===== src/sv/bsf_pkg.sv =====
// Shared types, constants and the CRC step function of the byte-stuffing framer.
// Depends on nothing; every framer module imports it.
package bsf_pkg;

    localparam logic [15:0] CRC_POLY    = 16'h1021;
    localparam logic [15:0] CRC_TOP     = 16'h8000;
    localparam logic [7:0]  STUFF_XOR   = 8'h20;
    localparam logic [7:0]  FLAG_RESET  = 8'd126;
    localparam logic [7:0]  ESC_RESET   = 8'd125;
    localparam int          QUEUE_DEPTH_DEF = 2;

    localparam int          CFG_INDEX_W = 1;
    localparam logic [CFG_INDEX_W-1:0] REG_FLAG   = 1'd0;
    localparam logic [CFG_INDEX_W-1:0] REG_ESCAPE = 1'd1;

    typedef struct packed {
        logic [7:0] data_byte;
        logic       last_byte;
    } in_item_t;

    typedef struct packed {
        logic [7:0] out_byte;
        logic       run_last;
        logic       frame_end;
    } out_item_t;

    typedef struct packed {
        logic [7:0]  data;
        logic        last;
        logic        open;
        logic [15:0] crc;
    } cmd_t;

    function automatic logic [15:0] crc16_update(input logic [15:0] acc, input logic [7:0] b);
        logic [15:0] c;
        c = acc ^ {b, 8'h00};
        for (int k = 0; k < 8; k++)
        begin
            if ((c & CRC_TOP) != 16'h0000)
            begin
                c = {c[14:0], 1'b0} ^ CRC_POLY;
            end
            else
            begin
                c = {c[14:0], 1'b0};
            end
        end
        return c;
    endfunction

endpackage


===== src/sv/byte_stuffing_framer_crc16_unit.sv =====
// Byte-stuffing framer with CRC-16: the front end, command queue and back-end sequencer.
// An accepted item is written into the command queue, and its first word then into the output register.
// Throughput: one output word per cycle while the output is not stalled; an item yields
// one to eight words, set by the back-end sequencer that fills the single output register.
// Reset clears frame state, CRC, queue and output valid, and loads flag 126 and escape 125.
module byte_stuffing_framer_crc16_unit
    import bsf_pkg::*;
#(
    parameter int QUEUE_DEPTH = QUEUE_DEPTH_DEF
)
(
    input  logic                   clk,
    input  logic                   rst_n,
    input  logic                   in_valid,
    output logic                   in_stall,
    input  in_item_t               in_data,
    output logic                   out_valid,
    input  logic                   out_stall,
    output out_item_t              out_data,
    input  logic                   cfg_we,
    input  logic [CFG_INDEX_W-1:0] cfg_index,
    input  logic [7:0]             cfg_data
);

    logic q_full;
    logic q_push;
    cmd_t q_cmd;
    logic q_pop;
    logic q_head_valid;
    cmd_t q_head_cmd;

    bsf_front u_front (
        .clk      (clk),
        .rst_n    (rst_n),
        .in_valid (in_valid),
        .in_stall (in_stall),
        .in_data  (in_data),
        .q_full   (q_full),
        .q_push   (q_push),
        .q_cmd    (q_cmd)
    );

    bsf_queue #(
        .DEPTH (QUEUE_DEPTH)
    ) u_queue (
        .clk        (clk),
        .rst_n      (rst_n),
        .push       (q_push),
        .push_cmd   (q_cmd),
        .full       (q_full),
        .pop        (q_pop),
        .head_valid (q_head_valid),
        .head_cmd   (q_head_cmd)
    );

    bsf_back u_back (
        .clk        (clk),
        .rst_n      (rst_n),
        .cfg_we     (cfg_we),
        .cfg_index  (cfg_index),
        .cfg_data   (cfg_data),
        .head_valid (q_head_valid),
        .head_cmd   (q_head_cmd),
        .pop        (q_pop),
        .out_valid  (out_valid),
        .out_stall  (out_stall),
        .out_data   (out_data)
    );

endmodule


===== src/sv/bsf_front.sv =====
// Front end of the framer: accepts input words, keeps the running CRC and frame state.
// Depends on bsf_pkg; pushes one command per accepted word into the queue.
module bsf_front
    import bsf_pkg::*;
(
    input  logic     clk,
    input  logic     rst_n,
    input  logic     in_valid,
    output logic     in_stall,
    input  in_item_t in_data,
    input  logic     q_full,
    output logic     q_push,
    output cmd_t     q_cmd
);

    logic [15:0] crc_reg;
    logic [15:0] crc_next;
    logic        in_frame_reg;
    logic        in_frame_next;
    logic [15:0] crc_upd;

    assign in_stall = q_full;
    assign q_push   = in_valid && !q_full;
    assign crc_upd  = crc16_update(crc_reg, in_data.data_byte);

    always_comb
    begin
        q_cmd.data = in_data.data_byte;
        q_cmd.last = in_data.last_byte;
        q_cmd.open = !in_frame_reg;
        q_cmd.crc  = crc_upd;
    end

    always_comb
    begin
        crc_next      = crc_reg;
        in_frame_next = in_frame_reg;
        if (q_push)
        begin
            crc_next      = in_data.last_byte ? 16'h0000 : crc_upd;
            in_frame_next = !in_data.last_byte;
        end
    end

    always_ff @(posedge clk or negedge rst_n)
    begin
        if (!rst_n)
        begin
            crc_reg      <= 16'h0000;
            in_frame_reg <= 1'b0;
        end
        else
        begin
            crc_reg      <= crc_next;
            in_frame_reg <= in_frame_next;
        end
    end

endmodule


===== src/sv/bsf_queue.sv =====
// Short command queue between the front end and the back-end sequencer.
// Depends on bsf_pkg for the command type.
module bsf_queue
    import bsf_pkg::*;
#(
    parameter int DEPTH = QUEUE_DEPTH_DEF
)
(
    input  logic clk,
    input  logic rst_n,
    input  logic push,
    input  cmd_t push_cmd,
    output logic full,
    input  logic pop,
    output logic head_valid,
    output cmd_t head_cmd
);

    localparam int PTR_W = (DEPTH > 1) ? $clog2(DEPTH) : 1;
    localparam int CNT_W = $clog2(DEPTH + 1);

    cmd_t             mem [DEPTH];
    logic [PTR_W-1:0] wr_ptr_reg;
    logic [PTR_W-1:0] wr_ptr_next;
    logic [PTR_W-1:0] rd_ptr_reg;
    logic [PTR_W-1:0] rd_ptr_next;
    logic [CNT_W-1:0] count_reg;
    logic [CNT_W-1:0] count_next;

    assign full       = (count_reg == CNT_W'(DEPTH));
    assign head_valid = (count_reg != '0);
    assign head_cmd   = mem[rd_ptr_reg];

    always_comb
    begin
        wr_ptr_next = wr_ptr_reg;
        rd_ptr_next = rd_ptr_reg;
        count_next  = count_reg;
        if (push)
        begin
            wr_ptr_next = (wr_ptr_reg == PTR_W'(DEPTH - 1)) ? '0 : wr_ptr_reg + 1'b1;
        end
        if (pop)
        begin
            rd_ptr_next = (rd_ptr_reg == PTR_W'(DEPTH - 1)) ? '0 : rd_ptr_reg + 1'b1;
        end
        if (push && !pop)
        begin
            count_next = count_reg + 1'b1;
        end
        else if (pop && !push)
        begin
            count_next = count_reg - 1'b1;
        end
    end

    always_ff @(posedge clk)
    begin
        if (push)
        begin
            mem[wr_ptr_reg] <= push_cmd;
        end
    end

    always_ff @(posedge clk or negedge rst_n)
    begin
        if (!rst_n)
        begin
            wr_ptr_reg <= '0;
            rd_ptr_reg <= '0;
            count_reg  <= '0;
        end
        else
        begin
            wr_ptr_reg <= wr_ptr_next;
            rd_ptr_reg <= rd_ptr_next;
            count_reg  <= count_next;
        end
    end

endmodule


===== src/sv/bsf_back.sv =====
// Back end of the framer: the configuration registers and a sequencer that turns each queued command
// into stuffed data words, with an opening flag for a frame's first word and stuffed CRC and closing flag for its last.
// Depends on bsf_pkg; drives the registered output channel.
module bsf_back
    import bsf_pkg::*;
(
    input  logic                   clk,
    input  logic                   rst_n,
    input  logic                   cfg_we,
    input  logic [CFG_INDEX_W-1:0] cfg_index,
    input  logic [7:0]             cfg_data,
    input  logic                   head_valid,
    input  cmd_t                   head_cmd,
    output logic                   pop,
    output logic                   out_valid,
    input  logic                   out_stall,
    output out_item_t              out_data
);

    localparam logic [3:0] PH_IDLE  = 4'd0;
    localparam logic [3:0] PH_OPEN  = 4'd1;
    localparam logic [3:0] PH_DATA  = 4'd2;
    localparam logic [3:0] PH_DATA2 = 4'd3;
    localparam logic [3:0] PH_CRCL  = 4'd4;
    localparam logic [3:0] PH_CRCL2 = 4'd5;
    localparam logic [3:0] PH_CRCH  = 4'd6;
    localparam logic [3:0] PH_CRCH2 = 4'd7;
    localparam logic [3:0] PH_CLOSE = 4'd8;

    logic [7:0] flag_reg;
    logic [7:0] esc_reg;
    logic [3:0] phase_reg;
    logic [3:0] phase_next;
    logic [3:0] cur_phase;
    logic       out_valid_reg;
    logic       out_valid_next;
    out_item_t  out_item_reg;
    out_item_t  out_item_next;
    out_item_t  item;
    logic [7:0] src;
    logic       needs_esc;
    logic       load;
    logic       fire;
    logic       done;
    logic [3:0] step_phase;

    assign load      = !out_valid_reg || !out_stall;
    assign fire      = head_valid && load;
    assign cur_phase = (phase_reg == PH_IDLE) ? (head_cmd.open ? PH_OPEN : PH_DATA) : phase_reg;

    always_comb
    begin
        src        = head_cmd.data;
        needs_esc  = 1'b0;
        item       = '0;
        done       = 1'b0;
        step_phase = PH_IDLE;
        case (cur_phase)
            PH_OPEN:
            begin
                item.out_byte = flag_reg;
                step_phase    = PH_DATA;
            end
            PH_DATA, PH_CRCL, PH_CRCH:
            begin
                if (cur_phase == PH_CRCL)
                begin
                    src = head_cmd.crc[7:0];
                end
                else if (cur_phase == PH_CRCH)
                begin
                    src = head_cmd.crc[15:8];
                end
                needs_esc = (src == flag_reg) || (src == esc_reg);
                if (needs_esc)
                begin
                    item.out_byte = esc_reg;
                    step_phase    = cur_phase + 4'd1;
                end
                else
                begin
                    item.out_byte = src;
                    step_phase    = cur_phase + 4'd2;
                end
            end
            PH_DATA2, PH_CRCL2, PH_CRCH2:
            begin
                if (cur_phase == PH_CRCL2)
                begin
                    src = head_cmd.crc[7:0];
                end
                else if (cur_phase == PH_CRCH2)
                begin
                    src = head_cmd.crc[15:8];
                end
                item.out_byte = src ^ STUFF_XOR;
                step_phase    = cur_phase + 4'd1;
            end
            PH_CLOSE:
            begin
                item.out_byte  = flag_reg;
                item.frame_end = 1'b1;
                step_phase     = PH_IDLE;
            end
            default:
            begin
                step_phase = PH_IDLE;
            end
        endcase
        if (step_phase == PH_CRCL && !head_cmd.last)
        begin
            step_phase = PH_IDLE;
        end
        done          = (step_phase == PH_IDLE);
        item.run_last = done;
    end

    assign pop = fire && done;

    always_comb
    begin
        phase_next     = phase_reg;
        out_valid_next = out_valid_reg;
        out_item_next  = out_item_reg;
        if (fire)
        begin
            phase_next     = step_phase;
            out_valid_next = 1'b1;
            out_item_next  = item;
        end
        else if (load)
        begin
            out_valid_next = 1'b0;
        end
    end

    always_ff @(posedge clk or negedge rst_n)
    begin
        if (!rst_n)
        begin
            flag_reg      <= FLAG_RESET;
            esc_reg       <= ESC_RESET;
            phase_reg     <= PH_IDLE;
            out_valid_reg <= 1'b0;
        end
        else
        begin
            if (cfg_we && cfg_index == REG_FLAG)
            begin
                flag_reg <= cfg_data;
            end
            if (cfg_we && cfg_index == REG_ESCAPE)
            begin
                esc_reg <= cfg_data;
            end
            phase_reg     <= phase_next;
            out_valid_reg <= out_valid_next;
        end
    end

    always_ff @(posedge clk)
    begin
        out_item_reg <= out_item_next;
    end

    assign out_valid = out_valid_reg;
    assign out_data  = out_item_reg;

endmodule


===== config.mk =====
export PLATFORM = sky130hd
export DESIGN_NAME = byte_stuffing_framer_crc16_unit
export DESIGN_NICKNAME = d
export VERILOG_FILES = /design/src/sv/bsf_pkg.sv /design/src/sv/byte_stuffing_framer_crc16_unit.sv /design/src/sv/bsf_front.sv /design/src/sv/bsf_queue.sv /design/src/sv/bsf_back.sv
export SDC_FILE = /design/constraint.sdc
export NUM_CORES = 1
export LEC_CHECK = 0
export BUFFER_PORTS_ARGS = -buffer_cell sky130_fd_sc_hd__buf_2
export CAP_MARGIN = 30
export CELL_PAD_IN_SITES_DETAIL_PLACEMENT = 1
export CELL_PAD_IN_SITES_GLOBAL_PLACEMENT = 2
export CORE_MARGIN = 2
export CORE_UTILIZATION = 46
export CTS_BUF_LIST = sky130_fd_sc_hd__clkbuf_16
export DETAILED_ROUTE_END_ITERATION = 7
export GPL_TIMING_DRIVEN = 0
export PLACE_DENSITY = 0.93
export SYNTH_ARGS = -nofsm -noshare
export SYNTH_HDL_FRONTEND = slang
export SYNTH_SLANG_ARGS = --single-unit

===== constraint.sdc =====
create_clock -name clk -period 7.79 [get_ports clk]
set_input_delay 0.779 -clock clk [delete_from_list [all_inputs] [get_ports clk]]
set_output_delay 0.779 -clock clk [all_outputs]
set_load 0.01 [all_outputs]

==> results of run 1 <==
-- layout make-up --
| cell class | instances | area (um2) |
|---|---|---|
| fill | 1118 | 5040 |
| sequential | 104 | 2930 |
| multi-input combinational | 244 | 2070 |
| timing repair buffer | 39 | 248 |
| clock buffer | 9 | 225 |
| tap | 140 | 175 |
| buffer | 18 | 83.8 |
| clock inverter | 7 | 43.8 |
| inverter | 8 | 30.0 |
-- through the flow --
stage	area, um2	util	cells	hold WS (ps)
after floorplan	5100	-	374	450
after global placement	5440	0.502	548	464
after detailed placement	5530	0.510	553	467
after CTS	5800	0.535	569	370
after global routing	5800	0.535	569	392
final	5800	0.535	569	365
-- cells in the final DEF (no fill, tap or decap), drive strengths merged, types with 7 or more instances in the layout --
master / instances
a21oi: 9
o221ai: 8
a22o: 16
buf: 46
dfrtp: 30
nor2b: 11
o211ai: 9
nor2: 10
inv: 12
clkbuf: 20
nand2: 29
mux2: 16
xor2: 17
xnor2: 45
nor4: 7
o21ai: 12
edfxtp: 62
dfstp: 12
mux4: 16
mux2i: 10
-- metal layers --
metal  vias up  wire length [um]
li1       1508                 -
met1      1661              5230
met2        64              6300
met3        17               420
met4         0               240
met5         -                 0
-- cell usage after synthesis (2+ instances only) --
library cell   n
a21oi_1        9
clkbuf_1      11
nand3_1        2
edfxtp_1      62
mux2_2        16
nor2b_1       11
inv_1          8
nor2_1        10
nor3_1         4
nand2b_1       2
o211ai_1       9
nor4_1         7
nand2_1       29
o21ai_1        2
mux4_2        16
o21ai_0       10
mux2i_1       10
nand4_1        4
dfstp_2       12
xor2_1        17
ha_1           2
xnor2_1       45
o221ai_1       8
buf_4          2
dfrtp_1       30
buf_1          3
a22o_1        16
-- worst max-delay path, stage by stage (launching register included) --
cell	delay [ps]
dfrtp_1	330
buf_4	220
buf_6	200
mux2i_1	630
xnor2_1	140
nor3_1	350
nand4_1	140
nand2_1	170
nor4_1	100
a221oi_2	320
o221a_2	280
inv_1	50
ha_1	190
xor2_1	150
nor2_1	120
xor2_1	140
-- worst max-delay path by stage --
stage / startpoint / end / slack, ps / depth (start not counted)
2_1_floorplan: u_back.phase_reg[0] / u_queue.count_reg[1] / 4690 / 13
3_3_place_gp: u_queue.rd_ptr_reg / u_queue.count_reg[1] / 3900 / 14
3_5_place_dp: u_queue.rd_ptr_reg / u_queue.count_reg[1] / 4220 / 15
4_1_cts: u_queue.rd_ptr_reg / u_queue.count_reg[1] / 4170 / 15
5_1_grt: u_queue.rd_ptr_reg / u_queue.count_reg[1] / 3850 / 15
6_report: u_queue.rd_ptr_reg / u_queue.count_reg[1] / 4180 / 15
-- power by group through the flow --
stage	logic [uW]	registers, uW	clock network, uW
finish	1200	991	412
floorplan	841	980	0
global route	1310	1010	444
detailed placement	1190	1000	0
CTS	1210	992	423
global placement	1110	977	0
-- logic make-up after synthesis --
| group | count (synthesis) |
|---|---|
| AND/OR/NAND/NOR | 75 |
| XOR/XNOR | 62 |
| adder cells (fa/ha/maj) | 2 |
| buffers and inverters | 26 |
| multiplexers | 42 |
| AO/OA/AOI/OAI | 63 |
| flip-flops | 104 |
==> flow_metrics.py, run 1 <==
metrics = {
    "synthesis": {
        "syn_inst": 374,
        "ys.flop_type": "edfxtp_1",
        "ys_warn_count": 0,
        "yosysSeqAreaShare": 0.574,
        "yosysTopAreaCell": "edfxtp_1",
        "avgSynthCellArea_um2": 13.6,
        "synthSimpleGateAreaFrac": 0.0744,
        "synth_top_area_frac": 0.365,
        "netlist_top_cells_area": "edfxtp_1 37%, dfrtp_1 15%, xnor2_1 7.7%, mux4_2 7.1%, dfstp_2 6.2%",
        "syn_area_um2": 5100,
        "synthArstFlopShare": 0.404,
        "synth.area.mux_share": 0.126,
        "synthDistinctLibCells": 44,
        "synth_top_family_by_area": "multiplexers",
        "yosys.area_share.xor_xnor": 0.107,
        "synth-edff-count": 62,
        "synthAdderAreaFrac": 0.00491,
        "ys_seq_elements": 104,
        "synth_fp_nets": 399,
        "synth_compound_area_frac": 0.0920,
    },
    "sta": {
        "skew_ps": 12.9,
        "slew_violations": 0,
        "max_slew_margin": 0.447,
        "period_share": 0.463,
        "setup-tns-final_ps": 0,
        "tightest_slew_ps": 817,
        "max_freq_mhz": 277,
        "finalSetupViolCount": 0,
        "hold_viol": 0,
        "rsz0062_at_grt": "no",
        "setup_ws_ps": 4180,
        "fin_crit_ps": 3610,
    },
    "grt": {
        "grt.busiest_layer": "met2",
        "grt_use_total": 0.222,
        "grt_overflow_total": 0,
        "grtUsageMet2": 0.390,
        "first_global_vias": 3436,
        "antenna_found_initial": 0,
        "grtUsageMet1": 0.276,
        "grt.met3_usage": 0.0430,
        "grt_start_max_net_pins": 27,
        "grt_pass1_wl_um": 19200,
    },
    "worst_setup_path": {
        "crit_fanout": 10,
        "reg2reg_from": "u_queue.rd_ptr_reg",
        "r2r_setup_slack_ps": 4180,
        "reg2regPathDepth": 15,
        "r2r_end": "u_queue.count_reg[1]",
        "endpoint_kind": "flip-flop",
        "crit_arrival_ps": 3890,
        "critPathKind": "flip-flop to flip-flop",
        "startpoint_type": "flip-flop",
        "cp.required_ps": 8070,
    },
    "clock_network": {
        "clock-root-buffer": "clkbuf_16",
        "clk_pin_slew_ps": 70,
        "numCtsBuffers": 9,
        "htree_levels": 3,
        "hold_buffers": 0,
        "cts.sinks": 104,
        "post-cts-setup-buffers": 0,
        "clock_path_buffers": 2,
        "clkLatencyLatePin_ps": 350,
        "cts_resized": 0,
        "cts_tree": "done",
    },
    "cells_and_area": {
        "largest_register_ffs": 52,
        "drive_gt1_frac": 0.249,
        "area_delta_synth_final_pct": 13.7,
        "insertedDiodeCount": 0,
        "fin_nets": 449,
    },
    "flow_run": {
        "drv_cap": 0,
    },
    "floorplanning": {
        "die_height_um": 109,
        "rows": 38,
        "die-area_um2": 11900,
        "core_area_um2": 10800,
        "die_w_um": 109,
        "io_pins": 35,
        "initial_core_util": 0.470,
    },
    "power_and_ir_drop": {
        "p_total_uw": 2600,
        "ir_drop_uv": 220,
        "powerDensity_nw_per_um2": 449,
        "switching_share": 0.384,
        "pwr-share-clk": 0.158,
        "power.leakage_uw": 0.00218,
        "p_sw_uw": 1000,
        "pwr-share-seq": 0.380,
        "internal_power_uw": 1600,
        "p_comb_frac": 0.461,
    },
    "routing": {
        "route.detailed.drc": 0,
        "first_iter_violations": 98,
        "dr_total_vias": 3250,
        "ant_nets": 0,
        "via_per_inst": 5.71,
        "wl_um": 12200,
        "post_drt_wl_per_cell_um": 21.4,
        "first_pass_iters": 4,
    },
    "placed_design": {
        "place_ws_ps": 4220,
        "io_buffers": 34,
        "dp_hpwl_um": 9150,
        "place_congestion": 0.872,
    },
    "status": {
        "outcome": "finished clean",
    },
    "min_path": {
        "hold_path.class": "input pin to async pin",
    },
}
(Power assumes the default switching activity.)
==> inputs of run 2 (changes only) <==
--- a/config.mk
+++ b/config.mk
@@ -10,11 +10,11 @@
 export CELL_PAD_IN_SITES_DETAIL_PLACEMENT = 1
 export CELL_PAD_IN_SITES_GLOBAL_PLACEMENT = 2
 export CORE_MARGIN = 2
-export CORE_UTILIZATION = 46
+export CORE_UTILIZATION = 39
 export CTS_BUF_LIST = sky130_fd_sc_hd__clkbuf_16
 export DETAILED_ROUTE_END_ITERATION = 7
 export GPL_TIMING_DRIVEN = 0
-export PLACE_DENSITY = 0.93
+export PLACE_DENSITY = 0.85
 export SYNTH_ARGS = -nofsm -noshare
 export SYNTH_HDL_FRONTEND = slang
 export SYNTH_SLANG_ARGS = --single-unit
==> constraint.sdc (replaced) <==
create_clock -name clk -period 2.92 [get_ports clk]
set_input_delay 0.292 -clock clk [delete_from_list [all_inputs] [get_ports clk]]
set_output_delay 0.292 -clock clk [all_outputs]
set_load 0.01 [all_outputs]
==> run 2 against run 1 <==
Against the previous run: the run now ends with negative setup slack left; register-to-register slack lost 4700 ps; clock skew shrank 4.1 ps; via count grew 3.4%.
==> flow_metrics.py, run 2 (same netlist as run 1, synthesis figures left out) <==
metrics = {
    "routing": {
        "post_drt_wl_per_cell_um": 21.3,
        "ant_nets": 0,
        "first_pass_iters": 4,
        "first_iter_violations": 151,
        "dr_total_vias": 3362,
        "wl_um": 13000,
        "via_per_inst": 5.49,
        "route.detailed.drc": 0,
    },
    "sta": {
        "rsz0062_at_grt": "yes",
        "setup_ws_ps": -557,
        "fin_crit_ps": 3480,
        "skew_ps": 8.82,
        "hold_ws_ps": 159,
        "finalSetupViolCount": 13,
        "tightest_slew_ps": 848,
        "max_freq_mhz": 288,
        "max_slew_margin": 0.434,
        "period_share": 1.19,
        "hold_viol": 0,
        "slew_violations": 0,
    },
    "power_and_ir_drop": {
        "power.leakage_uw": 0.00230,
        "powerDensity_nw_per_um2": 1210,
        "ir_drop_uv": 402,
    },
    "worst_setup_path": {
        "crit_chain": "and4bb_1 > buf_6 > mux4_2 > xnor2_2 > nand4_1 > nor4_4 > buf_4 > o41a_1 > a221oi_2 > o221a_4 > inv_2 > ha_4 > xor2_1 > nor2_1 > xor2_1",
        "crit_fanout": 8,
        "cp.required_ps": 3200,
        "cp_top_family": "compound AO/OA/AOI/OAI gates",
        "r2r_setup_slack_ps": -560,
        "crit_buf_inv": 3,
        "critPathKind": "flip-flop to flip-flop",
        "crit_arrival_ps": 3760,
        "crit_slowest_cell": "dfrtp_1",
        "startpoint_type": "flip-flop",
        "critPathMaxStageDelay_ps": 400,
        "path_common_cell": "xor2_1",
        "endpoint_kind": "flip-flop",
    },
    "floorplanning": {
        "initial_core_util": 0.402,
        "die_w_um": 118,
        "core_area_um2": 12700,
        "rows": 41,
        "die-area_um2": 14000,
        "io_pins": 35,
        "die_height_um": 118,
    },
    "clock_network": {
        "clkLatencyLatePin_ps": 350,
        "htree_levels": 3,
        "cts_tree": "done",
        "clock-root-buffer": "clkbuf_16",
        "cts.sinks": 104,
        "numCtsBuffers": 9,
        "clk_pin_slew_ps": 70,
        "clock_path_buffers": 2,
    },
    "cells_and_area": {
        "layout_common_cells": "62 x edfxtp_1, 40 x xnor2_1, 35 x buf_2",
        "insertedDiodeCount": 0,
        "fill_cells": 1289,
        "multi_input_area_um2": 2310,
        "seqCellArea_um2": 2930,
        "fin_nets": 460,
        "drive_gt1_frac": 0.323,
        "final_common_cell": "edfxtp_1",
        "largest_register_ffs": 52,
        "fin_util": 0.491,
        "area_delta_synth_final_pct": 22.1,
    },
    "min_path": {
        "hold_path.class": "input pin to flip-flop",
    },
    "flow_run": {
        "drv_cap": 0,
    },
    "status": {
        "outcome": "complete, but fails checks",
        "failed_checks": "negative setup slack",
    },
    "placed_design": {
        "dp_hpwl_um": 9230,
        "place_congestion": 0.882,
        "io_buffers": 34,
    },
    "grt": {
        "first_global_vias": 3576,
        "grt_pass1_wl_um": 20300,
        "grt_overflow_total": 0,
        "grt_use_total": 0.192,
        "grt_start_max_net_pins": 43,
        "antenna_found_initial": 0,
    },
}
## run 2: path summary, 6_finish.rpt
path / from / endpoint / depth (start not counted)
setup / recovery: u_back.phase_reg[0] / u_queue.count_reg[1] / 15
max in group asynchronous: rst_n / u_front.crc_reg[2] / 3
hold reg to reg: u_back.out_valid / u_back.out_valid / 2
setup reg to reg: u_back.phase_reg[0] / u_queue.count_reg[1] / 15
hold / removal: in_data[7] / u_queue.mem[0][24] / 1
min in group asynchronous: rst_n / u_back.phase_reg[2] / 2
## run 2: area by class of cell
type,count,share of cell area
Timing Repair Buffer,50,0.0583
Clock inverter,7,0.00724
Sequential cell,104,0.470
Tap cell,172,0.0346
Clock buffer,9,0.0362
Buffer,18,0.0177
Multi-Input combinational cell,244,0.371
Inverter,8,0.00483
## run 2: metrics by stage
step / TNS [ps] / setup slack [ps] / total power, uW / instances / instance area [um2]
detailed placement: -3450 / -614 / 5910 / 583 / 5590
global route: -3630 / -678 / 7960 / 612 / 6220
global placement: -9930 / -620 / 5660 / 580 / 5540
CTS: -2700 / -524 / 7270 / 601 / 5980
finish: -2240 / -557 / 7550 / 612 / 6220
floorplan: -79.7 / -79.7 / 4950 / 374 / 5160
## run 2: power by group
group	total [uW]	switching [uW]	internal [uW]
registers	2690	333	2360
clock network	1120	546	577
logic	3730	2060	1670
## run 2: metal layers
layer	global-route usage	vias to the layer above	wire length, um
met5	0	-	0
met4	0.0753	0	256
met3	0.0294	18	503
met2	0.336	84	6910
met1	0.237	1727	5350
li1	-	1533	-
## run 2: what timing repair did
| action | CTS | global route |
|---|---|---|
| resized for setup | 14 | 29 |
| setup buffers | 3 | 8 |
| pin swaps | 8 | 13 |
| gates cloned | 0 | 1 |
| hold endpoints to repair | 0 | 7 |
| setup endpoints to repair | 15 | 15 |
| hold buffers | 0 | 1 |
## run 2: worst reg2reg max path: cells and delay by family (launching register included)
kind / cells / cell delay [ps]
AO/OA/AOI/OAI: 3 / 920
XOR/XNOR: 3 / 450
adder cells (fa/ha/maj): 1 / 150
buffers and inverters: 3 / 380
flip-flops: 1 / 400
multiplexers: 1 / 390
AND/OR/NAND/NOR: 4 / 710
